===== config.mk =====
export PLATFORM = sky130hd
export DESIGN_NAME = tsc_cell
export DESIGN_NICKNAME = d
export VERILOG_FILES = /design/src/rtl/tsc_pkg.sv /design/src/rtl/tsc_cell.sv
export VERILOG_INCLUDE_DIRS = /design/src /design/src/rtl
export SDC_FILE = /design/constraint.sdc
export NUM_CORES = 2
export LEC_CHECK = 0
export BUFFER_PORTS_ARGS = -buffer_cell sky130_fd_sc_hd__buf_2
export CAP_MARGIN = 20
export CORE_ASPECT_RATIO = 0.6
export CORE_MARGIN = 2
export CORE_UTILIZATION = 30
export DETAILED_ROUTE_END_ITERATION = 6
export SLEW_MARGIN = 20
export SYNTH_ARGS = -nofsm -noshare
export SYNTH_HDL_FRONTEND = slang
export SYNTH_SLANG_ARGS = --single-unit

===== constraint.sdc =====
create_clock -name aclk -period 10.9 [get_ports aclk]
set_input_delay 1.09 -clock aclk [delete_from_list [all_inputs] [get_ports aclk]]
set_output_delay 1.09 -clock aclk [all_outputs]
set_load 0.02 [all_outputs]

===== src/rtl/taylor_sine_cosine_assert.svh =====
// ----------------------------------------------------------------------------
// taylor_sine_cosine assertion macros
// Shared concurrent assertion forms for the sine/cosine pipeline.
// ----------------------------------------------------------------------------
`ifndef TAYLOR_SINE_COSINE_ASSERT_SVH
`define TAYLOR_SINE_COSINE_ASSERT_SVH

// Same-cycle implication, off while reset is asserted.
`define TSC_ASSERT_NOW(label, clk, rstn, ante, cons, msg) \
    label: assert property (@(posedge clk) disable iff (!(rstn)) (ante) |-> (cons)) \
        else $error(msg);

// Next-cycle implication, off while reset is asserted.
`define TSC_ASSERT_NEXT(label, clk, rstn, ante, cons, msg) \
    label: assert property (@(posedge clk) disable iff (!(rstn)) (ante) |=> (cons)) \
        else $error(msg);

`endif


===== src/rtl/tsc_pkg.sv =====
// ----------------------------------------------------------------------------
// tsc_pkg
// Fixed-point constants, series coefficients and the cell-to-cell data type.
// ----------------------------------------------------------------------------
package tsc_pkg;

    localparam int ACC_W = 34;   // Horner accumulator, signed Q.30 with headroom
    localparam int X_W   = 34;   // angle or pi/2 - angle, signed Q.28
    localparam int R_W   = 31;   // reduced angle in [0, 2pi), Q.28
    localparam int Y_W   = 29;   // folded angle in [0, pi/2] plus one LSB, Q.28
    localparam int Y30_W = 31;   // folded angle, Q.30
    localparam int SQ_W  = 62;   // exact square of the folded angle
    localparam int Y2_W  = 32;   // rounded square, unsigned Q.30

    localparam logic signed [X_W-1:0] Q28_HALF_PI  = 34'sd421657428;
    localparam logic signed [X_W-1:0] Q28_PI       = 34'sd843314857;
    localparam logic signed [X_W-1:0] Q28_3HALF_PI = 34'sd1264972285;
    localparam logic signed [X_W-1:0] Q28_TWO_PI   = 34'sd1686629713;
    localparam logic signed [X_W-1:0] Q28_FOUR_PI  = 34'sd3373259426;

    localparam logic signed [ACC_W-1:0] Q30_ONE     = 34'sd1073741824;
    localparam logic signed [ACC_W-1:0] Q30_NEG_ONE = -34'sd1073741824;
    localparam logic [SQ_W:0]           Q30_HALF_SQ = 63'd536870912;

    localparam int COEF_N   = 8;
    localparam int MAX_TERM = COEF_N - 1;

    // (-1)^k / (2k)! in Q.30, rounded to nearest
    localparam logic signed [ACC_W-1:0] COEF [COEF_N] = '{
        34'sd1073741824, -34'sd536870912, 34'sd44739243, -34'sd1491308,
        34'sd26631, -34'sd296, 34'sd2, 34'sd0
    };

    typedef struct packed {
        logic signed [ACC_W-1:0] acc;
        logic [Y2_W-1:0]         y2;
        logic                    neg;
    } tsc_data_t;

endpackage


===== src/rtl/tsc_cell.sv =====
// ----------------------------------------------------------------------------
// tsc_cell
// One Horner step: acc = round(acc * y2 / 2^30) + coefficient, two stages.
// ----------------------------------------------------------------------------
`include "taylor_sine_cosine_assert.svh"

module tsc_cell #(
    parameter logic signed [tsc_pkg::ACC_W-1:0] CELL_COEF = '0
) (
    input  logic               aclk,
    input  logic               aresetn,
    input  logic               in_valid,
    output logic               in_ready,
    input  tsc_pkg::tsc_data_t in_data,
    output logic               out_valid,
    input  logic               out_ready,
    output tsc_pkg::tsc_data_t out_data
);

    localparam int PROD_W = tsc_pkg::ACC_W + tsc_pkg::Y2_W + 1;

    logic                       v1_reg, v2_reg;
    logic                       rdy1, rdy2;
    logic signed [PROD_W-1:0]   prod_reg, prod_next;
    logic signed [PROD_W-1:0]   prod_rnd;
    logic [tsc_pkg::Y2_W-1:0]   y2_reg;
    logic                       neg_reg;
    tsc_pkg::tsc_data_t         data_reg, data_next;

    assign rdy2     = !v2_reg || out_ready;
    assign rdy1     = !v1_reg || rdy2;
    assign in_ready = rdy1;

    always_comb begin
        prod_next = PROD_W'(in_data.acc) * PROD_W'($signed({1'b0, in_data.y2}));
        // arithmetic shift of the rounded product is floor division by 2^30
        prod_rnd       = prod_reg + PROD_W'(64'sd536870912);
        data_next.acc  = prod_rnd[tsc_pkg::ACC_W+29:30] + CELL_COEF;
        data_next.y2   = y2_reg;
        data_next.neg  = neg_reg;
    end

    always_ff @(posedge aclk) begin
        if (!aresetn) begin
            v1_reg <= 1'b0;
            v2_reg <= 1'b0;
        end else begin
            if (rdy1) v1_reg <= in_valid;
            if (rdy2) v2_reg <= v1_reg;
        end
    end

    always_ff @(posedge aclk) begin
        if (rdy1 && in_valid) begin
            prod_reg <= prod_next;
            y2_reg   <= in_data.y2;
            neg_reg  <= in_data.neg;
        end
        if (rdy2 && v1_reg) begin
            data_reg <= data_next;
        end
    end

    assign out_valid = v2_reg;
    assign out_data  = data_reg;

    `TSC_ASSERT_NOW(a_acc_headroom, aclk, aresetn, v2_reg,
        data_reg.acc < 34'sd4294967296 && data_reg.acc > -34'sd4294967296,
        "Horner accumulator left its headroom")

endmodule


# Word level (Yosys, flattened, before mapping)
# Index checks and enable logic that the tools add are counted.
totals:
  reg_bits: 166
  input_bits: 71
  out_inout_bits: 69
  elab_cells: 16
op_classes:
  addsub: 1
  mul: 1
  reduce_logical: 6
ops:
  columns: ["op", "n"]
  rows:
  - ["64-bit by 31-bit adder with 64-bit output, second input constant", 1]
  - ["34-bit by 33-bit multiplier with 64-bit output", 1]
  - ["1-bit logical AND", 2]
  - ["1-bit logical NOT", 2]
  - ["1-bit logical OR", 2]

# Depth between registers and ports, before layout
logic_depth:
  depth_word: 4
  mapped_depth: 29
  mapped_depth_nobuf: 28

# Worst setup path before layout
# Ideal clock, no wire load.
synth_path:
  path_kind: "input-to-reg"
  start: "input port in_data[66] (netlist name)"
  end: "register prod_reg[62] (data pin)"
  setup_time_ps: 180
  arrival_time_ps: 8258
  required_time_ps: 10720
  setup_slack_ps: 2462
  path_stages: 26
  n_path_buf: 1
  path_cell_list: "clkbuf_1 -> nand2_1 -> inv_1 -> fa_1 -> inv_1 -> fa_1 -> inv_1 -> fa_1 -> inv_1 -> fa_1 -> inv_1 -> fa_1 -> fa_1 -> fa_1 -> inv_1 -> fa_1 -> inv_1 -> ha_1 -> a21o_1 -> a21oi_1 -> o21bai_1 -> a21oi_1 -> o21ai_0 -> a21o_1 -> a2111o_1 -> o311ai_1"
synth_via:
  elab_chain_len: 1
synth_rtl:
  columns: ["item", "line_no", "rtl"]
  rows:
  - ["start: declaration", "tsc_cell.sv:14", "input tsc_pkg::tsc_data_t in_data,"]
  - ["34-bit by 33-bit multiplier with 64-bit output", "tsc_cell.sv:35", "prod_next = PROD_W'(in_data.acc) * PROD_W'($signed({1'b0, in_data.y2}));"]
  - ["named net prod_next[62]", "tsc_cell.sv:24", "logic signed [PROD_W-1:0] prod_reg, prod_next;"]
  - ["end signal: assignment", "tsc_cell.sv:55", "prod_reg <= prod_next;"]
  - ["end: declaration", "tsc_cell.sv:24", null]
# The timed path passes the listed nets, and every way through them passes these cells.
# A chain may end at the register's enable or synchronous reset.

# Worst setup path in the final report
layout_path:
  start: "input port in_data[59] (netlist name)"
  end: "register prod_reg[62] (data pin)"
# Same word-level chain as after synthesis.

==> results.env <==
CRITPATHCAPTURETYPE='register'
TRITONCTS_NUM_SINKS=137
TIMING.FINAL.WS_SETUP_NS=1.74
PLACEMENT_ROWS=106
SYNTH-SEQ-AREA-SHARE=0.0964
CRIT_TOP_CELL='fa_1'
CELLS_AFTER_SYNTH=4294
MAPPEDNETLISTNETS=5659
CTS-ROOT-TO-SINK-BUFFERS=2
CRIT_PATH_MAX_FANOUT=32
SYNTH-EDFF-COUNT=135
PLACEMENT.IO_BUFFERS=139
FLOORPLAN.INITIALDENSITY=0.303
GRT_PASS1_VIAS=31600
CLOCK_TREE.ROOT_CELL='clkbuf_16'
DETAILEDPLACEMENTHPWL_MM=103
RSZ0062_AT_GRT='false'
ARRIVAL_TIME_WORST_ENDPOINT_NS=9.43
REMAINING_DRC_ERRORS=0
TIMING.HOLD.WORST.CLASS='reg -> reg'
TIMING.FINAL.CRIT_PERIOD_NS=9.16
NUMBER_OF_ANTENNA_VIOLATIONS_AT_THE_FIRST_CHECK_IN_GLOBAL_ROUTING=16
DPL_CELL_AREA_UM2=45100
WORST_PIN_SLEW_NS=1.24
FINAL_HOLD_VIOL_COUNT=0
PERIOD_UTILIZATION_POST_ROUTE=0.840
ROUTE.FINAL.WIRE_LENGTH_MM=135
SETUP_VIOL=0
VIAS_PER_CELL=4.72
ROUTE.VIAS.TOTAL=29300
CRIT_PATH_TOP_DELAY_CELL='buf_2'
POST_CTS_RESIZE_COUNT=0
PLACE_WS_NS=1.32
NUMCTSBUFFERS=17
STATUS='finished, final reports clean'
GR-USAGE-ALL-LAYERS=0.193
NUMBER_OF_FLIP_FLOPS_UNDER_THE_LARGEST_REGISTER_NAME=67
POST_DRT_WL_PER_CELL_UM=21.7
FINAL_NETS=5661
ROUTE.ANTENNA.REMAINING_NETS=0
GRT_PASS1_WL_MM=206
N_FILL_CELL=14300
HEADROOM_TO_THE_MAX_SLEW_LIMIT=0.176
SHARE_OF_CELLS_ABOVE_DRIVE_STRENGTH_1=0.0557
DIE-AREA_UM2=145000
FP.COREAREA_UM2=140000
ROUTABILITYCONGESTION=0.948
CP.REQUIRED_NS=11.18
CTS.HTREE.LEVELS=4
SLEW_VIOL_FINAL=0
SYNTH_CELL_TYPES=63
PATH_BUF_INV=6
IO_PINS=140
UTILIZATION=0.327
SYNTH_FLOP_CELL='edfxtp_1'
SYNTH-WARNING-COUNT=0
SETUP-TNS-FINAL_NS=0
FMAX_GHz=0.109
SYNTH-ASYNC-RESET-RATIO=0
FINAL_AREA_UM2=45800
MAX_CAP_VIOLATIONS=0
SYNTH.TOP_CELL.AREA_SHARE=0.524
SYNTH_LARGEST_AREA_CELL='fa_1'
CLOCK_INSERTION_DELAY_WORST_SKEW_NS=0.48
STARTPOINT_TYPE='input port'
POST-CTS-SETUP-BUFFERS=0
MOSTFREQUENTLAYOUTCELLS='1141 x inv_1, 1111 x fa_1, 741 x and2_1'
PATH_CLASS='in -> reg'
CLOCK-SKEW-FINAL_NS=0.0270
LAYOUT.CELLS.MOST_COMMON='inv_1'
FLOW.AREA_GROWTH_FROM_SYNTHESIS_PCT=7.89
SYNTH.TOP_CELLS.BY_AREA='fa_1 52%, and2_1 11%, inv_1 10%'
GRT_OVERFLOW_TOTAL=0
DIE_WIDTH_UM=490
CPPEAKSTAGEDELAY_NS=0.80
DIE_Y_UM=295
TRITONCTS='built'
YOSYS_REGISTER_BITS=137
POST_SYNTH_INSTANCE_AREA_UM2=42500
CLKSLEWWORSTSETUPHOLDPATHS_NS=0.07
SYNTH_AREA_PER_CELL_UM2=9.89
CRITICAL-PATH-TOP-DELAY-FAMILY='adder cells'
GRT_START_MAX_NET_PINS=69
HOLDBUFCOUNTCTS=0
DRTPASS1ITERATIONS=6
DETAIL_ROUTE.ITER0.VIOLATIONS=2959
synthesized netlist by cell type, types with 3 or more instances:
cell      count
o31ai_1       4
nor2_1       29
nor2b_1       7
nor3_1       12
o21a_1        4
edfxtp_1    135
o21ai_0      19
nand3_1      26
and4_1        4
a21o_1       29
xnor2_1      66
nand2_1     396
nand4_1      17
a21oi_1      59
o21bai_1      9
xor2_1       23
fa_1       1111
and2_1      742
a31oi_1       3
ha_1        183
o21ai_1       4
a211oi_1      3
and3_1       12
inv_1      1141
clkbuf_1    206
metal layers:
| metal | up-vias | GRT usage | wire length (µm) |
|---|---|---|---|
| li1 | 12200 | - | - |
| met1 | 15400 | 0.295 | 62800 |
| met2 | 1485 | 0.272 | 54100 |
| met3 | 129 | 0.0549 | 15600 |
| met4 | 8 | 0.0285 | 2000 |
| met5 | - | 0 | 76 |
area by class of cell:
type                            count  area (µm²)  area share
Multi-Input combinational cell   2809       33300       0.727
Inverter                         1141        4280      0.0935
Sequential cell                   137        4090      0.0894
Tap cell                         1890        2360      0.0516
Timing Repair Buffer              190        1100      0.0240
Clock buffer                       17         425     0.00929
Clock inverter                     13         216     0.00473
Antenna cell                        5        12.5    0.000273
kinds of logic (layout without fill, tap and decap cells):
logic type	Yosys count	after routing	synth area share
xor gates and xnor gates	89	89	0.0184
other	0	5	0
muxes	1	1	0.000236
and+or+nand+nor	1263	1263	0.161
buffers and inverters	1348	1361	0.119
AOI/OAI and AO/OA	162	162	0.0269
DFF	137	137	0.0964
adders and majority gates	1294	1294	0.578
worst paths after layout:
check                                            start  depth (start not counted)                     end  slack [ns]
worst max-delay path                       in_data[59]                         26  prod_reg[62]$_DFFE_PP_        1.74
worst min-delay path              y2_reg[28]$_DFFE_PP_                          0  out_data[29]$_DFFE_PP_        0.42
worst max register to register  prod_reg[36]$_DFFE_PP_                         10  out_data[65]$_DFFE_PP_        8.19
worst min register to register    y2_reg[28]$_DFFE_PP_                          0  out_data[29]$_DFFE_PP_        0.42
through the flow:
step | hold WS, ns | std cells
floorplan | 0.400 | 4294
CTS | 0.419 | 6196
finish | 0.418 | 6202
global route | 0.427 | 6197
global placement | 0.401 | 6166
detailed placement | 0.405 | 6166
Power is not shown: default switching activity piles up to over one toggle a cycle in this logic, so the estimate is an artifact.
