--- src/rtl/taylor_sine_cosine_assert.svh ---
// ----------------------------------------------------------------------------
// taylor_sine_cosine assertion macros
// Shared concurrent assertion forms for the sine/cosine pipeline.
// ----------------------------------------------------------------------------
`ifndef TAYLOR_SINE_COSINE_ASSERT_SVH
`define TAYLOR_SINE_COSINE_ASSERT_SVH

// Same-cycle implication, off while reset is asserted.
`define TSC_ASSERT_NOW(label, clk, rstn, ante, cons, msg) \
    label: assert property (@(posedge clk) disable iff (!(rstn)) (ante) |-> (cons)) \
        else $error(msg);

// Next-cycle implication, off while reset is asserted.
`define TSC_ASSERT_NEXT(label, clk, rstn, ante, cons, msg) \
    label: assert property (@(posedge clk) disable iff (!(rstn)) (ante) |=> (cons)) \
        else $error(msg);

`endif

--- src/rtl/tsc_pkg.sv ---
// ----------------------------------------------------------------------------
// tsc_pkg
// Fixed-point constants, series coefficients and the cell-to-cell data type.
// ----------------------------------------------------------------------------
package tsc_pkg;

    localparam int ACC_W = 34;   // Horner accumulator, signed Q.30 with headroom
    localparam int X_W   = 34;   // angle or pi/2 - angle, signed Q.28
    localparam int R_W   = 31;   // reduced angle in [0, 2pi), Q.28
    localparam int Y_W   = 29;   // folded angle in [0, pi/2] plus one LSB, Q.28
    localparam int Y30_W = 31;   // folded angle, Q.30
    localparam int SQ_W  = 62;   // exact square of the folded angle
    localparam int Y2_W  = 32;   // rounded square, unsigned Q.30

    localparam logic signed [X_W-1:0] Q28_HALF_PI  = 34'sd421657428;
    localparam logic signed [X_W-1:0] Q28_PI       = 34'sd843314857;
    localparam logic signed [X_W-1:0] Q28_3HALF_PI = 34'sd1264972285;
    localparam logic signed [X_W-1:0] Q28_TWO_PI   = 34'sd1686629713;
    localparam logic signed [X_W-1:0] Q28_FOUR_PI  = 34'sd3373259426;

    localparam logic signed [ACC_W-1:0] Q30_ONE     = 34'sd1073741824;
    localparam logic signed [ACC_W-1:0] Q30_NEG_ONE = -34'sd1073741824;
    localparam logic [SQ_W:0]           Q30_HALF_SQ = 63'd536870912;

    localparam int COEF_N   = 8;
    localparam int MAX_TERM = COEF_N - 1;

    // (-1)^k / (2k)! in Q.30, rounded to nearest
    localparam logic signed [ACC_W-1:0] COEF [COEF_N] = '{
        34'sd1073741824, -34'sd536870912, 34'sd44739243, -34'sd1491308,
        34'sd26631, -34'sd296, 34'sd2, 34'sd0
    };

    typedef struct packed {
        logic signed [ACC_W-1:0] acc;
        logic [Y2_W-1:0]         y2;
        logic                    neg;
    } tsc_data_t;

endpackage

--- src/rtl/tsc_front.sv ---
// ----------------------------------------------------------------------------
// tsc_front
// Sine offset, reduction modulo 2pi, quadrant fold and squaring, five stages.
// ----------------------------------------------------------------------------
`include "taylor_sine_cosine_assert.svh"

module tsc_front #(
    parameter logic signed [tsc_pkg::ACC_W-1:0] INIT_COEF = '0
) (
    input  logic                    aclk,
    input  logic                    aresetn,
    input  logic                    in_valid,
    output logic                    in_ready,
    input  logic signed [31:0]      in_angle,
    input  logic                    in_operation,
    output logic                    out_valid,
    input  logic                    out_ready,
    output tsc_pkg::tsc_data_t      out_data
);

    logic [4:0] vld_reg;
    logic [4:0] rdy;

    logic signed [tsc_pkg::X_W-1:0]   x_reg, x_next;
    logic [tsc_pkg::R_W-1:0]          r_reg, r_next;
    logic [tsc_pkg::Y30_W-1:0]        y30_reg, y30_next;
    logic [tsc_pkg::SQ_W-1:0]         sq_reg, sq_next;
    logic [tsc_pkg::Y2_W-1:0]         y2_reg, y2_next;
    logic [2:0]                       neg_reg;
    logic                             neg_next;

    logic signed [tsc_pkg::X_W-1:0]   a_ext, red;
    logic signed [tsc_pkg::X_W-1:0]   r_ext, y_full;
    logic [tsc_pkg::SQ_W:0]           sq_rnd;

    // stall only where the stage ahead is full and blocked
    assign rdy[4]   = !vld_reg[4] || out_ready;
    assign rdy[3]   = !vld_reg[3] || rdy[4];
    assign rdy[2]   = !vld_reg[2] || rdy[3];
    assign rdy[1]   = !vld_reg[1] || rdy[2];
    assign rdy[0]   = !vld_reg[0] || rdy[1];
    assign in_ready = rdy[0];

    always_comb begin
        a_ext  = tsc_pkg::X_W'(in_angle);
        x_next = in_operation ? (tsc_pkg::Q28_HALF_PI - a_ext) : a_ext;

        // x lies in [-2.55pi, 3.05pi]: one of four offsets lands in [0, 2pi)
        if (x_reg >= tsc_pkg::Q28_TWO_PI) begin
            red = x_reg - tsc_pkg::Q28_TWO_PI;
        end else if (x_reg >= 0) begin
            red = x_reg;
        end else if (x_reg >= -tsc_pkg::Q28_TWO_PI) begin
            red = x_reg + tsc_pkg::Q28_TWO_PI;
        end else begin
            red = x_reg + tsc_pkg::Q28_FOUR_PI;
        end
        r_next = red[tsc_pkg::R_W-1:0];

        r_ext = tsc_pkg::X_W'({1'b0, r_reg});
        if (r_ext < tsc_pkg::Q28_HALF_PI) begin
            y_full   = r_ext;
            neg_next = 1'b0;
        end else if (r_ext < tsc_pkg::Q28_PI) begin
            y_full   = tsc_pkg::Q28_PI - r_ext;
            neg_next = 1'b1;
        end else if (r_ext < tsc_pkg::Q28_3HALF_PI) begin
            y_full   = r_ext - tsc_pkg::Q28_PI;
            neg_next = 1'b1;
        end else begin
            y_full   = tsc_pkg::Q28_TWO_PI - r_ext;
            neg_next = 1'b0;
        end
        y30_next = {y_full[tsc_pkg::Y_W-1:0], 2'b00};

        sq_next = tsc_pkg::SQ_W'(y30_reg) * tsc_pkg::SQ_W'(y30_reg);

        sq_rnd  = {1'b0, sq_reg} + tsc_pkg::Q30_HALF_SQ;
        y2_next = sq_rnd[tsc_pkg::Y2_W+29:30];
    end

    always_ff @(posedge aclk) begin
        if (!aresetn) begin
            vld_reg <= '0;
        end else begin
            if (rdy[0]) vld_reg[0] <= in_valid;
            if (rdy[1]) vld_reg[1] <= vld_reg[0];
            if (rdy[2]) vld_reg[2] <= vld_reg[1];
            if (rdy[3]) vld_reg[3] <= vld_reg[2];
            if (rdy[4]) vld_reg[4] <= vld_reg[3];
        end
    end

    always_ff @(posedge aclk) begin
        if (rdy[0] && in_valid) x_reg <= x_next;
        if (rdy[1] && vld_reg[0]) r_reg <= r_next;
        if (rdy[2] && vld_reg[1]) begin
            y30_reg    <= y30_next;
            neg_reg[0] <= neg_next;
        end
        if (rdy[3] && vld_reg[2]) begin
            sq_reg     <= sq_next;
            neg_reg[1] <= neg_reg[0];
        end
        if (rdy[4] && vld_reg[3]) begin
            y2_reg     <= y2_next;
            neg_reg[2] <= neg_reg[1];
        end
    end

    assign out_valid     = vld_reg[4];
    assign out_data.acc  = INIT_COEF;
    assign out_data.y2   = y2_reg;
    assign out_data.neg  = neg_reg[2];

    // the quadrant II fold of r = pi/2 gives pi - pi/2, one LSB above pi/2
    `TSC_ASSERT_NOW(a_reduced_range, aclk, aresetn, vld_reg[1],
        tsc_pkg::X_W'({1'b0, r_reg}) < tsc_pkg::Q28_TWO_PI, "reduced angle not below 2pi")
    `TSC_ASSERT_NOW(a_folded_range, aclk, aresetn, vld_reg[2],
        y30_reg <= 31'd1686629716, "folded angle beyond pi/2")

endmodule

--- config.mk ---
export PLATFORM = sky130hd
export DESIGN_NAME = tsc_front
export DESIGN_NICKNAME = d
export VERILOG_FILES = /design/src/rtl/tsc_pkg.sv /design/src/rtl/tsc_front.sv
export VERILOG_INCLUDE_DIRS = /design/src /design/src/rtl
export SDC_FILE = /design/constraint.sdc
export NUM_CORES = 2
export LEC_CHECK = 0
export BUFFER_PORTS_ARGS = -buffer_cell sky130_fd_sc_hd__buf_2
export CORE_ASPECT_RATIO = 0.8
export CORE_MARGIN = 2
export CORE_UTILIZATION = 45
export CTS_CLUSTER_DIAMETER = 60
export DETAILED_ROUTE_END_ITERATION = 10
export SLEW_MARGIN = 20
export SYNTH_ARGS = -nofsm -noshare
export SYNTH_HDL_FRONTEND = slang
export SYNTH_SLANG_ARGS = --single-unit
--- constraint.sdc ---
create_clock -name aclk -period 7 [get_ports aclk]
set_input_delay 0.35 -clock aclk [delete_from_list [all_inputs] [get_ports aclk]]
set_output_delay 0.35 -clock aclk [all_outputs]
set_load 0.02 [all_outputs]
# Yosys cells after proc, flatten, opt, wreduce, memory -nomap -nowiden
# Index checks and enable logic that the tools add are counted.
dict set report totals {
  register_bits 196
  in_bits 37
  output_inout_bits 69
  word_cells 52
}
dict set report op_classes {
  addsub 8
  n_mul 1
  order_cmp 6
  n_mux 9
  reduce_logical 15
}
# cell count
set ops {}
lappend ops {{2-to-1 mux 31 bit} 3}
lappend ops {{2-to-1 mux 29 bit} 3}
lappend ops {{>= comparator 34 x 32 -> 1 bit (second input constant)} 2}
lappend ops {{adder 62 x 30 -> 62 bit (second input constant)} 1}
lappend ops {{multiplier 29 x 29 -> 58 bit} 1}
lappend ops {{>= comparator 34 x 1 -> 1 bit (second input constant)} 1}
lappend ops {{2-to-1 mux 34 bit} 1}
lappend ops {{subtractor 30 x 32 -> 33 bit (first input constant)} 1}
lappend ops {{adder 31 x 30 -> 31 bit (second input constant)} 1}
lappend ops {{adder 31 bit (second input constant)} 1}
lappend ops {{less-than comparator 31 x 29 -> 1 bit (second input constant)} 1}
lappend ops {{less-than comparator 31 x 30 -> 1 bit (second input constant)} 1}
lappend ops {{less-than comparator 31 bit (second input constant)} 1}
lappend ops {{subtractor 31 x 30 -> 31 bit (second input constant)} 1}
lappend ops {{subtractor 27 x 29 -> 29 bit (first input constant)} 1}
lappend ops {{subtractor 29 bit (first input constant)} 1}
lappend ops {{subtractor 29 bit (second input constant)} 1}
lappend ops {{logical AND 1 bit} 5}
lappend ops {{logical NOT 1 bit} 5}
lappend ops {{logical OR 1 bit} 5}
lappend ops {{2-to-1 mux 1 bit} 2}

# Depth between registers and ports, before layout
dict set report logic_depth {
  word_depth 7
  ltp_mapped 29
  ltp_nobuf 28
}

# Least setup slack after synthesis
# No wires, ideal clock.
dict set report synth_timing {
  path_kind {register to register}
  startpoint {register y30_reg[4] (netlist bit)}
  endpoint {register sq_reg[59] (netlist bit), data pin}
  setup_ns 0.274
  t_arrival_ns 7.306
  t_required_ns 6.726
  path_slack_ns -0.580
  stages_incl_launch_ff 28
  n_path_buf 3
  synth_period_minus_slack_ns 7.580
  cell_sequence {edfxtp_1 -> clkbuf_1 -> clkbuf_1 -> nand2_1 -> fa_1 -> inv_1 -> fa_1 -> fa_1 -> inv_1 -> fa_1 -> inv_1 -> fa_1 -> fa_1 -> fa_1 -> inv_1 -> fa_1 -> inv_1 -> ha_1 -> clkbuf_1 -> a21oi_1 -> o21ai_0 -> nor2_1 -> a2bb2oi_1 -> o21ai_0 -> o21bai_1 -> a41oi_1 -> o41ai_1 -> xor2_1}
}
dict set report synth_between {
  elab_chain_len 1
}
# item line
set synth_rtl {}
lappend synth_rtl {{start: declaration} tsc_front.sv:26} ;# logic [tsc_pkg::Y30_W-1:0] y30_reg, y30_next;
lappend synth_rtl {{start signal: assignment} tsc_front.sv:98} ;# y30_reg <= y30_next;
lappend synth_rtl {{multiplier 29 x 29 -> 58 bit} tsc_front.sv:76} ;# sq_next = tsc_pkg::SQ_W'(y30_reg) * tsc_pkg::SQ_W'(y30_reg);
lappend synth_rtl {{named net sq_next, one bit} tsc_front.sv:27} ;# logic [tsc_pkg::SQ_W-1:0] sq_reg, sq_next;
lappend synth_rtl {{end signal: assignment} tsc_front.sv:102} ;# sq_reg <= sq_next;
lappend synth_rtl {{end: declaration} tsc_front.sv:27}
# The timed path passes the listed nets, and every way through them passes these cells.
# A chain may end at the register's enable or synchronous reset.

# Worst setup path after layout
dict set report layout_timing {
  startpoint {register y30_reg[4] (netlist bit)}
  endpoint {register sq_reg[50] (netlist bit), data pin}
}
# Same word-level chain as after synthesis.

==> impl_metrics.json <==
{
  "status": "finished, violations left",
  "violations": "setup timing",
  "rr_endpoint": "sq_reg[50]",
  "seq_area_um2": 4930,
  "firstDrtPassIters": 5,
  "cts_tree": "built",
  "async_flop_share_pct": 0,
  "crit_start": "y30_reg[4]",
  "die_area_um2": 78300,
  "grt_overflow": 0,
  "worstRegToRegCells": 26,
  "cts_buffer_depth": 2,
  "min_path_type": "in -> reg",
  "antenna_found_initial": 1,
  "grt_max_degree": 35,
  "fillerInstances": 6619,
  "ys_types": 85,
  "hold_start": "in_angle[0]",
  "gp_congestion": 0.908,
  "clk_pin_slew_worst_paths_ns": 0.08,
  "finalClockSkew_ns": 0.0199,
  "whs_path_depth": 1,
  "first_global_vias": 26700,
  "synth_edf_count": 161,
  "vias": 25700,
  "arrival_ns": 7.59,
  "nNetsFinal": 4994,
  "root_buffer": "clkbuf_16",
  "hold_viol_final": 0,
  "criticalPathCategory": "reg -> reg",
  "syn_area_um2": 34200,
  "yosys_warnings": 0,
  "synth-seq-area-share_pct": 14.4,
  "grt_usage_pct": 24.0,
  "numCtsBuffers": 17,
  "drtIter0Drc": 2274,
  "multiInputGateArea_um2": 26500,
  "syn_to_final_growth_pct": 20.7,
  "critPathCaptureType": "register",
  "clk_latency_ns": 0.48,
  "required_ns": 7.23,
  "cts.sinks": 166,
  "dp_hpwl_um": 75100,
  "grt_pass1_wl_um": 147000,
  "hold_buffers": 0,
  "holdPathEnd": "x_reg[0]",
  "worst_slew_margin_rel_pct": 31.5,
  "avgViaCountPerCell": 5.07,
  "maxCapViolations": 0,
  "finish.instance_area_um2": 41300,
  "setup_violations": 30,
  "reg2reg_slack_ns": -0.36,
  "fmax_mhz": 136,
  "die-height_um": 251,
  "die_w_um": 312,
  "wl_um": 91100,
  "htree_levels": 4,
  "avgSynthCellArea_um2": 9.47,
  "report.final.slew_viol_count": 0,
  "rsz0062_at_grt": "yes",
  "wl_per_cell_um": 18.0,
  "finalCritPeriodShare_pct": 105,
  "core-area_um2": 75300,
  "ioPinCount": 106,
  "finalCriticalPeriod_ns": 7.36,
  "synth_cells": 3615,
  "ys_ff_latch": 166,
  "rr_startpoint": "y30_reg[4]",
  "drive_gt1_share_pct": 21.0,
  "placed_area_um2": 38600,
  "worstMarginPinSlew_ns": 1.03,
  "ys.flop_type": "edfxtp_1",
  "final_antenna_net_count": 0,
  "cp-start-kind": "register",
  "crit_fanout": 4,
  "antennaDiodeCount": 0,
  "portBuffers": 71,
  "worst_slack_ns": -0.359,
  "rows": 90,
  "initial_core_util_pct": 45.4,
  "drc_errors": 0
}
metrics by stage:
stage               setup TNS, ns  worst slack [ns]  utilization (%)  instances  hold slack [ns]
floorplan                 -0.0165           -0.0119                -       3648            0.400
global placement           -11.25            -0.611             51.3       4953            0.414
detailed placement         -13.06            -0.626             51.3       4953            0.417
CTS                         -3.11            -0.228             53.6       5023           0.0559
global route               -14.71            -0.588             54.8       5061           0.0675
finish                      -7.58            -0.359             54.8       5061           0.0865
worst max-delay path: stages (launching register included):
cell	delay (ns)
edfxtp_1	0.46
buf_6	0.17
buf_4	0.13
buf_4	0.14
and2_1	0.19
xor2_1	0.15
ha_1	0.18
a31o_2	0.24
fa_1	0.43
fa_1	0.52
fa_2	0.61
fa_2	0.46
fa_2	0.61
fa_2	0.48
ha_4	0.27
ha_4	0.28
and2_1	0.14
nand3_1	0.10
nor3_2	0.17
buf_4	0.15
nand4_1	0.19
a31oi_4	0.27
nor2b_4	0.09
o41ai_4	0.32
buf_4	0.17
xor2_1	0.05
buf_4	0.12
synth_stat cells, types with 25 or more instances:
cell type	n	share of area (%)
a21o_1	47	1.0
xnor2_1	110	2.8
o21ai_0	80	1.2
inv_1	872	9.6
and2_1	202	3.7
nor2_1	113	1.2
nand3_1	42	0.61
edfxtp_1	161	14
xor2_1	61	1.6
clkbuf_1	126	1.4
fa_1	658	38
a21oi_1	121	1.8
a31oi_1	29	0.53
buf_4	35	0.77
nor3_1	25	0.37
ha_1	263	9.6
nand2_1	316	3.5
nand4_1	29	0.53
layout make-up:
cell class                 instances  share of cell area [%]
sequential                       166                    11.9
clock buffer                      20                    1.18
tap                             1012                    3.07
clock inverter                    12                   0.342
multi-input combinational       2422                    64.1
inverter                         874                    7.99
timing repair buffer             555                    11.3
per-layer routing:
layer,track usage (%),up-vias,share of wire [%]
li1,-,12000,-
met1,35.9,12700,48
met2,36.0,857,43
met3,4.91,106,7.4
met4,4.63,4,2.0
met5,0,-,0.030
placed cells by master (no fill, tap or decap), drive strengths merged, types with 8 or more instances in the layout:
| cell | n |
|---|---|
| o211ai | 11 |
| o21bai | 18 |
| o22ai | 9 |
| nand4 | 29 |
| o41ai | 8 |
| fa | 658 |
| inv | 875 |
| conb | 34 |
| xor2 | 61 |
| edfxtp | 161 |
| xnor2 | 110 |
| and3 | 24 |
| nor2b | 21 |
| nor3 | 26 |
| or2 | 9 |
| o21ai | 88 |
| o31ai | 14 |
| nand3 | 42 |
| a31o | 10 |
| a21o | 47 |
| and2 | 202 |
| or3 | 10 |
| o21a | 21 |
| nand2 | 316 |
| buf | 554 |
| a21oi | 123 |
| a211oi | 11 |
| a31oi | 29 |
| clkbuf | 21 |
| nand2b | 13 |
| ha | 263 |
| nor2 | 113 |
worst max-delay path by stage:
stage | to | slack [ns] | depth (start not counted)
finish | sq_reg[50] | -0.36 | 26
global route | sq_reg[50] | -0.59 | 28
CTS | sq_reg[50] | -0.23 | 26
detailed placement | sq_reg[50] | -0.63 | 22
floorplan | sq_reg[59] | -0.01 | 25
global placement | sq_reg[50] | -0.61 | 25
cells by family after synthesis:
logic type	share of synthesized area, %
AO/OA/AOI/OAI	8.95
XOR/XNOR	4.38
adder cells (fa/ha/maj)	48.1
buffers and inverters	12.1
flip-flops	14.4
multiplexers	0.0622
other	0.0110
AND/OR/NAND/NOR	12.0
timing repair:
action / in CTS / in global routing
endpoints found under the setup margin: 31 / 33
cloned: 4 / 1
pin swaps: 77 / 111
setup buffers: 35 / 37
gates resized for setup: 160 / 156
Power is not shown: default switching activity piles up to over one toggle a cycle in this logic, so the estimate is an artifact.
